<file path="config.mk">
export PLATFORM = sky130hd
export DESIGN_NAME = tlc_ctrl
export DESIGN_NICKNAME = d
export VERILOG_FILES = /design/src/hw/rtl/tlc_pkg.sv /design/src/hw/rtl/tlc_ctrl.sv
export SDC_FILE = /design/constraint.sdc
export NUM_CORES = 1
export LEC_CHECK = 0
export ABC_CLOCK_PERIOD_IN_PS = 1500
export BUFFER_PORTS_ARGS = -buffer_cell sky130_fd_sc_hd__clkbuf_2
export CAP_MARGIN = 30
export CORE_AREA = 4 4 41 43
export CTS_BUF_LIST = sky130_fd_sc_hd__clkbuf_16
export CTS_CLUSTER_SIZE = 24
export DETAILED_ROUTE_END_ITERATION = 10
export DIE_AREA = 0 0 45 47
export HOLD_SLACK_MARGIN = 0.03
export PLACE_DENSITY = 0.46
export SLEW_MARGIN = 0
export SYNTH_ARGS = -nofsm -noshare
export SYNTH_HDL_FRONTEND = slang
export SYNTH_SLANG_ARGS = --single-unit
</file>
<file path="constraint.sdc">
create_clock -name i_clk -period 1.5 [get_ports i_clk]
set_input_delay 0.075 -clock i_clk [delete_from_list [all_inputs] [get_ports i_clk]]
set_output_delay 0.075 -clock i_clk [all_outputs]
set_load 0.01 [all_outputs]
</file>
<file path="src/hw/rtl/tlc_pkg.sv">
`timescale 1ns / 1ps

package tlc_pkg;

    localparam int DEF_L1_SETS_MAX    = 256;
    localparam int DEF_L1_WAYS_MAX    = 8;
    localparam int DEF_VB_ENTRIES_MAX = 16;
    localparam int DEF_L2_SETS_MAX    = 1024;
    localparam int DEF_L2_WAYS_MAX    = 16;

    localparam int CFG_AW = 3;
    localparam int CFG_DW = 5;

    localparam logic [CFG_AW-1:0] CFG_OFFSET_BITS    = 3'd0;
    localparam logic [CFG_AW-1:0] CFG_L1_SET_BITS    = 3'd1;
    localparam logic [CFG_AW-1:0] CFG_L1_WAYS        = 3'd2;
    localparam logic [CFG_AW-1:0] CFG_VICTIM_ENTRIES = 3'd3;
    localparam logic [CFG_AW-1:0] CFG_L2_SET_BITS    = 3'd4;
    localparam logic [CFG_AW-1:0] CFG_L2_WAYS        = 3'd5;

    localparam logic [2:0] RST_OFFSET_BITS    = 3'd5;
    localparam logic [3:0] RST_L1_SET_BITS    = 4'd5;
    localparam logic [3:0] RST_L1_WAYS        = 4'd4;
    localparam logic [4:0] RST_VICTIM_ENTRIES = 5'd0;
    localparam logic [3:0] RST_L2_SET_BITS    = 4'd8;
    localparam logic [4:0] RST_L2_WAYS        = 5'd0;

    typedef enum logic [2:0] {
        S_CLR,
        S_IDLE,
        S_L1RD,
        S_L1EV,
        S_L2RD,
        S_L2EV,
        S_OUT
    } t_tlc_state;

    typedef struct packed {
        logic accept;
        logic l1_rd;
        logic l1_ev;
        logic l2_rd;
        logic l2_ev;
        logic sel;
        logic clr;
    } t_tlc_cmd;

    typedef struct packed {
        logic cfg_flush;
        logic clr_last;
        logic op0_v;
        logic op1_v;
    } t_tlc_sts;

    typedef struct packed {
        logic        v;
        logic        wr;
        logic [31:0] addr;
    } t_tlc_l2op;

    typedef struct packed {
        logic [1:0] l2_writebacks;
        logic       l2_write_hit;
        logic       l2_write_done;
        logic       l2_read_hit;
        logic       l2_read_done;
        logic       victim_dirty_evict;
        logic       l1_dirty_evict;
        logic       victim_hit;
        logic       l1_hit;
    } t_tlc_res;

endpackage

</file>
<file path="src/hw/rtl/tlc_ctrl.sv">
`timescale 1ns / 1ps

module tlc_ctrl (
    input  logic              i_clk,
    input  logic              i_rst_n,
    input  logic              i_s_tvalid,
    input  logic              i_m_tready,
    input  tlc_pkg::t_tlc_sts i_sts,
    output tlc_pkg::t_tlc_cmd o_cmd,
    output logic              o_s_tready,
    output logic              o_m_tvalid
);
    import tlc_pkg::*;

    t_tlc_state r_state, n_state;
    logic       r_sel, n_sel;

    always_ff @(posedge i_clk) begin
        if (!i_rst_n) begin
            r_state <= S_CLR;
            r_sel   <= 1'b0;
        end else begin
            r_state <= n_state;
            r_sel   <= n_sel;
        end
    end

    // next state
    always_comb begin
        n_state = r_state;
        n_sel   = r_sel;
        if (i_sts.cfg_flush) begin
            n_state = S_CLR;
        end else begin
            case (r_state)
                S_CLR: begin
                    if (i_sts.clr_last) n_state = S_IDLE;
                end
                S_IDLE: begin
                    if (i_s_tvalid) n_state = S_L1RD;
                end
                S_L1RD: begin
                    n_state = S_L1EV;
                end
                S_L1EV: begin
                    n_state = S_L2RD;
                    n_sel   = 1'b0;
                end
                S_L2RD: begin
                    if (r_sel ? i_sts.op1_v : i_sts.op0_v) n_state = S_L2EV;
                    else n_state = S_OUT;
                end
                S_L2EV: begin
                    if (!r_sel) begin
                        n_state = S_L2RD;
                        n_sel   = 1'b1;
                    end else begin
                        n_state = S_OUT;
                    end
                end
                S_OUT: begin
                    if (i_m_tready) n_state = S_IDLE;
                end
                default: begin
                    n_state = S_CLR;
                end
            endcase
        end
    end

    // outputs
    always_comb begin
        o_cmd      = '0;
        o_s_tready = 1'b0;
        o_m_tvalid = 1'b0;
        o_cmd.sel  = r_sel;
        case (r_state)
            S_CLR:  o_cmd.clr = 1'b1;
            S_IDLE: begin
                o_s_tready   = 1'b1;
                o_cmd.accept = i_s_tvalid;
            end
            S_L1RD: o_cmd.l1_rd = 1'b1;
            S_L1EV: o_cmd.l1_ev = 1'b1;
            S_L2RD: o_cmd.l2_rd = 1'b1;
            S_L2EV: o_cmd.l2_ev = 1'b1;
            S_OUT:  o_m_tvalid = 1'b1;
            default: ;
        endcase
    end

    a_l1_ev_after_rd: assert property (@(posedge i_clk) disable iff (!i_rst_n)
        o_cmd.l1_ev |-> $past(o_cmd.l1_rd))
        else $error("l1 evaluate without read");

    a_l2_ev_after_rd: assert property (@(posedge i_clk) disable iff (!i_rst_n)
        o_cmd.l2_ev |-> $past(o_cmd.l2_rd))
        else $error("l2 evaluate without read");

    a_phase_excl: assert property (@(posedge i_clk) disable iff (!i_rst_n)
        $onehot0({o_m_tvalid, o_s_tready, o_cmd.clr}))
        else $error("overlapping phases");

    a_accept_starts: assert property (@(posedge i_clk) disable iff (!i_rst_n)
        (o_cmd.accept && !i_sts.cfg_flush) |=> o_cmd.l1_rd)
        else $error("accepted beat not looked up");

endmodule

</file>
==> impl_metrics.yaml, run 1 <==
status:
  status: "complete, no violations"
yosys:
  syn_inst: 43
  syn_avg_cell_area_um2: 7.48
  yosys_register_bits: 4
  syn-num-nets: 51
  synth.distinct_cells: 24
  synth_area_um2: 322
  synth_seq_area_share_pct: 24.9
  yosys_warnings: 0
pwr:
  pwr-share-comb_pct: 6.3
  intPower_uw: 469
  power_frac_seq_pct: 20.2
  cellLeakagePower_uw: 0.000225
  swShare_pct: 18.0
  power_density_nw_per_um2: 1180
  clockPowerShare_pct: 73.5
  p_sw_uw: 103
  ir_drop_mv: 0.475
run:
  maxCapViolations: 0
timing:
  fin_crit_ps: 1320
  finalHoldViolCount: 0
  relSlewSlack_pct: 68.2
  worst_pin_slew_ps: 477
  setup_tns_ps: 0
  setup_violations: 0
  skew_ps: 0.475
  setup_ws_ps: 178
  period_share_pct: 88.1
  maxSlewViolCount: 0
  rsz0062_at_grt: "no"
  max_freq_mhz: 757
drt:
  via_count: 367
  drcViolationCount: 0
  via_per_inst: 4.89
  routed_wl_um: 847
  ant_nets: 0
  dr.pass1.iters: 4
  drtIter0Drc: 5
  drt-wirelength-per-cell_um: 11.3
cells_and_area:
  layout_common_cells: "clkbuf_2 (16), o21ai_0 (5), nor2_1 (4), dfxtp_1 (4)"
  num_antenna_cells: 0
  register_area_um2: 80.1
  multi_input_area_um2: 208
  layout-drive-gt1-share_pct: 38.3
  area_growth_pct: 50.6
  layout_commonest_cell: "clkbuf_2"
  nets: 70
  fillers: 161
  final_util_pct: 37.2
min_path:
  worst_hold_path_type: "input port to flip-flop"
  hold_path_startpoint: "i_rst_n"
die:
  die_width_um: 45
  coreArea_um2: 1300
  dieArea_um2: 2120
  placementRows: 13
  initial_utilization_pct: 24.7
  ioPinCount: 17
  fp.dieH_um: 47
global_route:
  grt_pass1_vias: 310
  grt_usage_pct: 9.23
  gr-total-overflow: 0
  antenna_found_initial: 0
  grt_start_max_net_pins: 17
  grt_pass1_wl_mm: 1.30
worst_setup_path:
  setup.worst_path.start: "r_state[0]"
  endpoint: "o_cmd[4]"
  crit_type: "flip-flop to primary output"
  cp_max_fo: 16
  reg2reg_slack_ps: 220
  cp.arrival_ps: 1250
  r2r_cells: 4
  required_ps: 1420
  r2r-start: "r_state[1]"
  crit_path_end_kind: "primary output"
  r2r_end: "r_state[1]"
  cp-start-kind: "flip-flop"
clock_tree:
  cts_setup_buffers: 0
  clock_latency_ps: 230
  max-clock-path-buffers: 2
  path_clk_slew_ps: 30
  cts_root_buffer: "clkbuf_16"
  clock_sinks: 4
  ctsHoldBuffers: 0
  cts_resized: 0
  cts_buffers: 3
  tritoncts: "built"
  htreeDepth: 1
place:
  finalWeightedCongestion: 0.697
  place_ws_ps: 230
  hpwl_um: 637
  io_buffers: 16
[per-layer routing]
layer  track usage [%]  part of all wire [%]  vias to the layer above  wire, um
met3              3.83                    10                        2        85
met2              12.4                    40                       15       343
met4              8.77                   3.2                        0        27
met5                 0                     0                        -         0
met1              10.9                    46                      161       391
li1                  -                     -                      189         -
[metrics by stage]
step / power, uW / cells / hold WS [ps] / instance area (um2)
after floorplan: 136 / 43 / 229 / 322
after global placement: 153 / 72 / 333 / 409
after detailed placement: 153 / 72 / 335 / 409
after CTS: 582 / 75 / 98.9 / 484
after global routing: 599 / 75 / 109 / 484
final: 572 / 75 / 96.7 / 484
[worst min path at each step]
stage,to,cells after the start
2_1_floorplan,r_sel,1
5_1_grt,r_sel,2
3_5_place_dp,r_sel,2
3_3_place_gp,r_sel,2
4_1_cts,r_sel,2
6_report,r_sel,2
[state kept, by name (all words and copies together) (netlist names)]
signal	count
r_sel	1
r_state	3
[layout make-up]
| class | count | share of cell area, % |
|---|---|---|
| clock buffers | 3 | 15.5 |
| repair buffers | 18 | 19.6 |
| inverters | 2 | 1.55 |
| multi-input cells | 33 | 42.9 |
| well taps | 15 | 3.88 |
| flip-flops and latches | 4 | 16.5 |
[power groups by stage]
stage	clock network [uW]	registers [uW]	logic [uW]
3_5_place_dp	0	117	36.2
2_1_floorplan	0	113	23.3
6_report	420	115	36.0
3_3_place_gp	0	117	36.2
4_1_cts	430	115	36.2
5_1_grt	443	116	39.9
[worst max-delay path: stages, from the launching register on]
cell      delay [ps]
dfxtp_1          600
nand2_1          130
nor2_1           140
clkbuf_2         150
[Yosys cell counts]
cell	n	area [um2]
nor4b_1	1	8.76
and2_1	1	6.26
nor3b_2	1	12.5
a211oi_1	1	7.51
a221o_1	1	10.0
nor3b_1	2	15.0
buf_4	3	22.5
nor4_1	1	6.26
and2b_1	1	7.51
nand2b_1	1	6.26
a21oi_1	2	10.0
nor2b_1	1	6.26
nor2_1	4	15.0
and3_1	2	12.5
a221oi_2	1	15.0
a21boi_0	1	7.51
clkbuf_1	1	3.75
o21ai_1	1	5.00
nand2_1	3	11.3
o21ai_0	5	25.0
inv_1	2	7.51
dfxtp_1	4	80.1
mux2i_1	1	10.0
nor3_1	2	10.0
[logic make-up after synthesis]
| logic type | after synthesis | share of synthesized area, % |
|---|---|---|
| multiplexers | 1 | 3.11 |
| flip-flops | 4 | 24.9 |
| AND/OR/NAND/NOR | 20 | 36.6 |
| buffers and inverters | 6 | 10.5 |
| AO/OA/AOI/OAI | 12 | 24.9 |
(Power assumes the default switching activity.)
==> inputs of run 2 (changes only) <==
ABC_AREA = 1   (was not set)
PLACE_DENSITY = 0.45   (was 0.46)
==> impl_metrics.yaml, run 2 <==
clock_tree:
  tritoncts: "built"
  clock_latency_ps: 220
  htreeDepth: 1
  path_clk_slew_ps: 30
  cts_resized: 0
  clock_sinks: 4
  cts_root_buffer: "clkbuf_16"
  ctsHoldBuffers: 0
  max-clock-path-buffers: 2
  cts_setup_buffers: 0
  cts_buffers: 3
drt:
  via_per_inst: 4.36
  wl_met1_um: 339
  drt-wirelength-per-cell_um: 9.61
  wl_met3_um: 97
  dr.pass1.iters: 4
  met2_length_um: 362
  drtIter0Drc: 6
  routed_wl_um: 807
  ant_nets: 0
  top_layer_used: "met4"
  drcViolationCount: 0
  via_count: 366
yosys:
  synth_top_area_share_pct: 26.4
  synth.area.top_cells: "dfxtp_1 (26%), inv_1 (14%), nand2_1 (11%)"
  synth_compound_area_share_pct: 8.26
  synthArstFlopShare_pct: 0
  synth_area_um2: 303
  ys.flop_type: "dfxtp_1"
  synth_seq_area_share_pct: 26.4
  yosysTopAreaCell: "dfxtp_1"
  syn-num-nets: 60
  synthTopCellsByCount: "inv_1 (11), nand2_1 (9), nor2_1 (8), nand3_1 (6), dfxtp_1 (4)"
  yosys_warnings: 0
  yosys_register_bits: 4
  syn_inst: 52
  synthMuxAreaShare_pct: 0
  synth-edff-count: 0
  synthAdderAreaFrac_pct: 0
  synthXorXnorAreaFrac_pct: 0
  syn_avg_cell_area_um2: 5.82
  yosysMostFrequentCell: "inv_1"
  synth_top_family_by_area: "simple AND/OR/NAND/NOR gates"
  synth.distinct_cells: 15
  yosys.area_share.simple_pct: 44.2
timing:
  period_share_pct: 84.0
  setup_tns_ps: 0
  fin_crit_ps: 1260
  finalHoldViolCount: 0
  max_freq_mhz: 794
  worst_pin_slew_ps: 287
  rsz0062_at_grt: "no"
  relSlewSlack_pct: 80.8
  maxSlewViolCount: 0
  skew_ps: 1.17
  setup_violations: 0
global_route:
  grt_pass1_wl_mm: 1.35
  gr-total-overflow: 0
  grt_usage_pct: 9.57
  grt_pass1_vias: 290
  grt_start_max_net_pins: 9
  antenna_found_initial: 0
worst_setup_path:
  reg2reg_slack_ps: 370
  r2r_end: "r_state[1]"
  cp-start-kind: "flip-flop"
  r2r-start: "r_state[0]"
  r2r_cells: 5
  cp.arrival_ps: 1180
  cp_max_fo: 8
  required_ps: 1420
  crit_path_end_kind: "primary output"
  crit_type: "flip-flop to primary output"
pwr:
  ir_drop_mv: 1.04
  power_density_nw_per_um2: 1290
  cellLeakagePower_uw: 0.000245
min_path:
  worstHoldEndpoint: "r_sel"
  worst_hold_path_type: "input port to flip-flop"
  min_path_cells: 3
  hold_path_startpoint: "i_rst_n"
cells_and_area:
  layout_common_cells: "clkbuf_2 (16), inv_1 (11), nand2_1 (9)"
  layout-drive-gt1-share_pct: 30.4
  area_growth_pct: 51.2
  num_antenna_cells: 0
  layout_commonest_cell: "clkbuf_2"
  top_register: "r_state"
  largest_reg_flops: 3
  nets: 79
  fin_area_um2: 458
  reg.largest.list: "r_state x3, r_sel x1"
place:
  post_dp_cell_area_um2: 383
  io_buffers: 16
  hpwl_um: 641
  finalWeightedCongestion: 0.689
status:
  status: "complete, no violations"
die:
  fp.dieH_um: 47
  placementRows: 13
  ioPinCount: 17
  initial_utilization_pct: 23.3
  dieArea_um2: 2120
  coreArea_um2: 1300
  die_width_um: 45
run:
  maxCapViolations: 0
-- run 2: cell types whose count changed after synthesis, moves of 3 or more --
cell and change:
nor2_1 +4, inv_1 +9, nand3_1 +6, o21ai_0 -3, nand2_1 +6
-- run 2: kinds of logic after synthesis --
family | after synthesis
AOI/OAI and AO/OA | 5
buffers and inverters | 14
DFF | 4
and+or+nand+nor | 29
-- run 2: metal layers --
layer / up-vias / track usage [%]
li1: 199 / -
met1: 149 / 12.3
met2: 16 / 11.3
met3: 2 / 6.90
met4: 0 / 5.26
met5: - / 0
-- run 2: through the flow --
step	std cells	setup WS (ps)	utilization (%)	power, uW	hold WS (ps)
after floorplan	52	480	-	155	238
after detailed placement	81	376	29.4	179	354
final	84	240	35.2	591	118
after global routing	84	122	35.2	621	154
after global placement	81	336	29.4	180	359
after CTS	84	225	35.2	603	121
-- run 2: cell type report --
class / count / area (um2)
well taps: 15 / 18.8
flip-flops and latches: 4 / 80.1
fillers: 152 / 843
repair buffers: 16 / 80.1
inverters: 12 / 45.0
clock buffers: 3 / 75.1
multi-input cells: 34 / 159
-- run 2: worst max-delay path by stage --
stage / slack [ps] / cells past startpoint / from / endpoint
after floorplan: 480 / 6 / r_state[1] / r_state[0]
after global placement: 340 / 5 / r_state[0] / r_state[1]
after detailed placement: 380 / 5 / r_state[0] / r_state[1]
after CTS: 230 / 3 / r_state[0] / o_cmd[4]
after global routing: 120 / 3 / r_state[0] / o_cmd[4]
final: 240 / 3 / r_state[0] / o_cmd[4]
-- run 2: critical path, stage by stage (launching register included) --
cell      delay, ps
dfxtp_1         420
inv_1           190
nor3_2          190
clkbuf_2        170
-- run 2: report_power, final --
part	switching, uW	internal, uW
sequential	6.12	111
clock	74.0	341
combinational	34.5	25.2
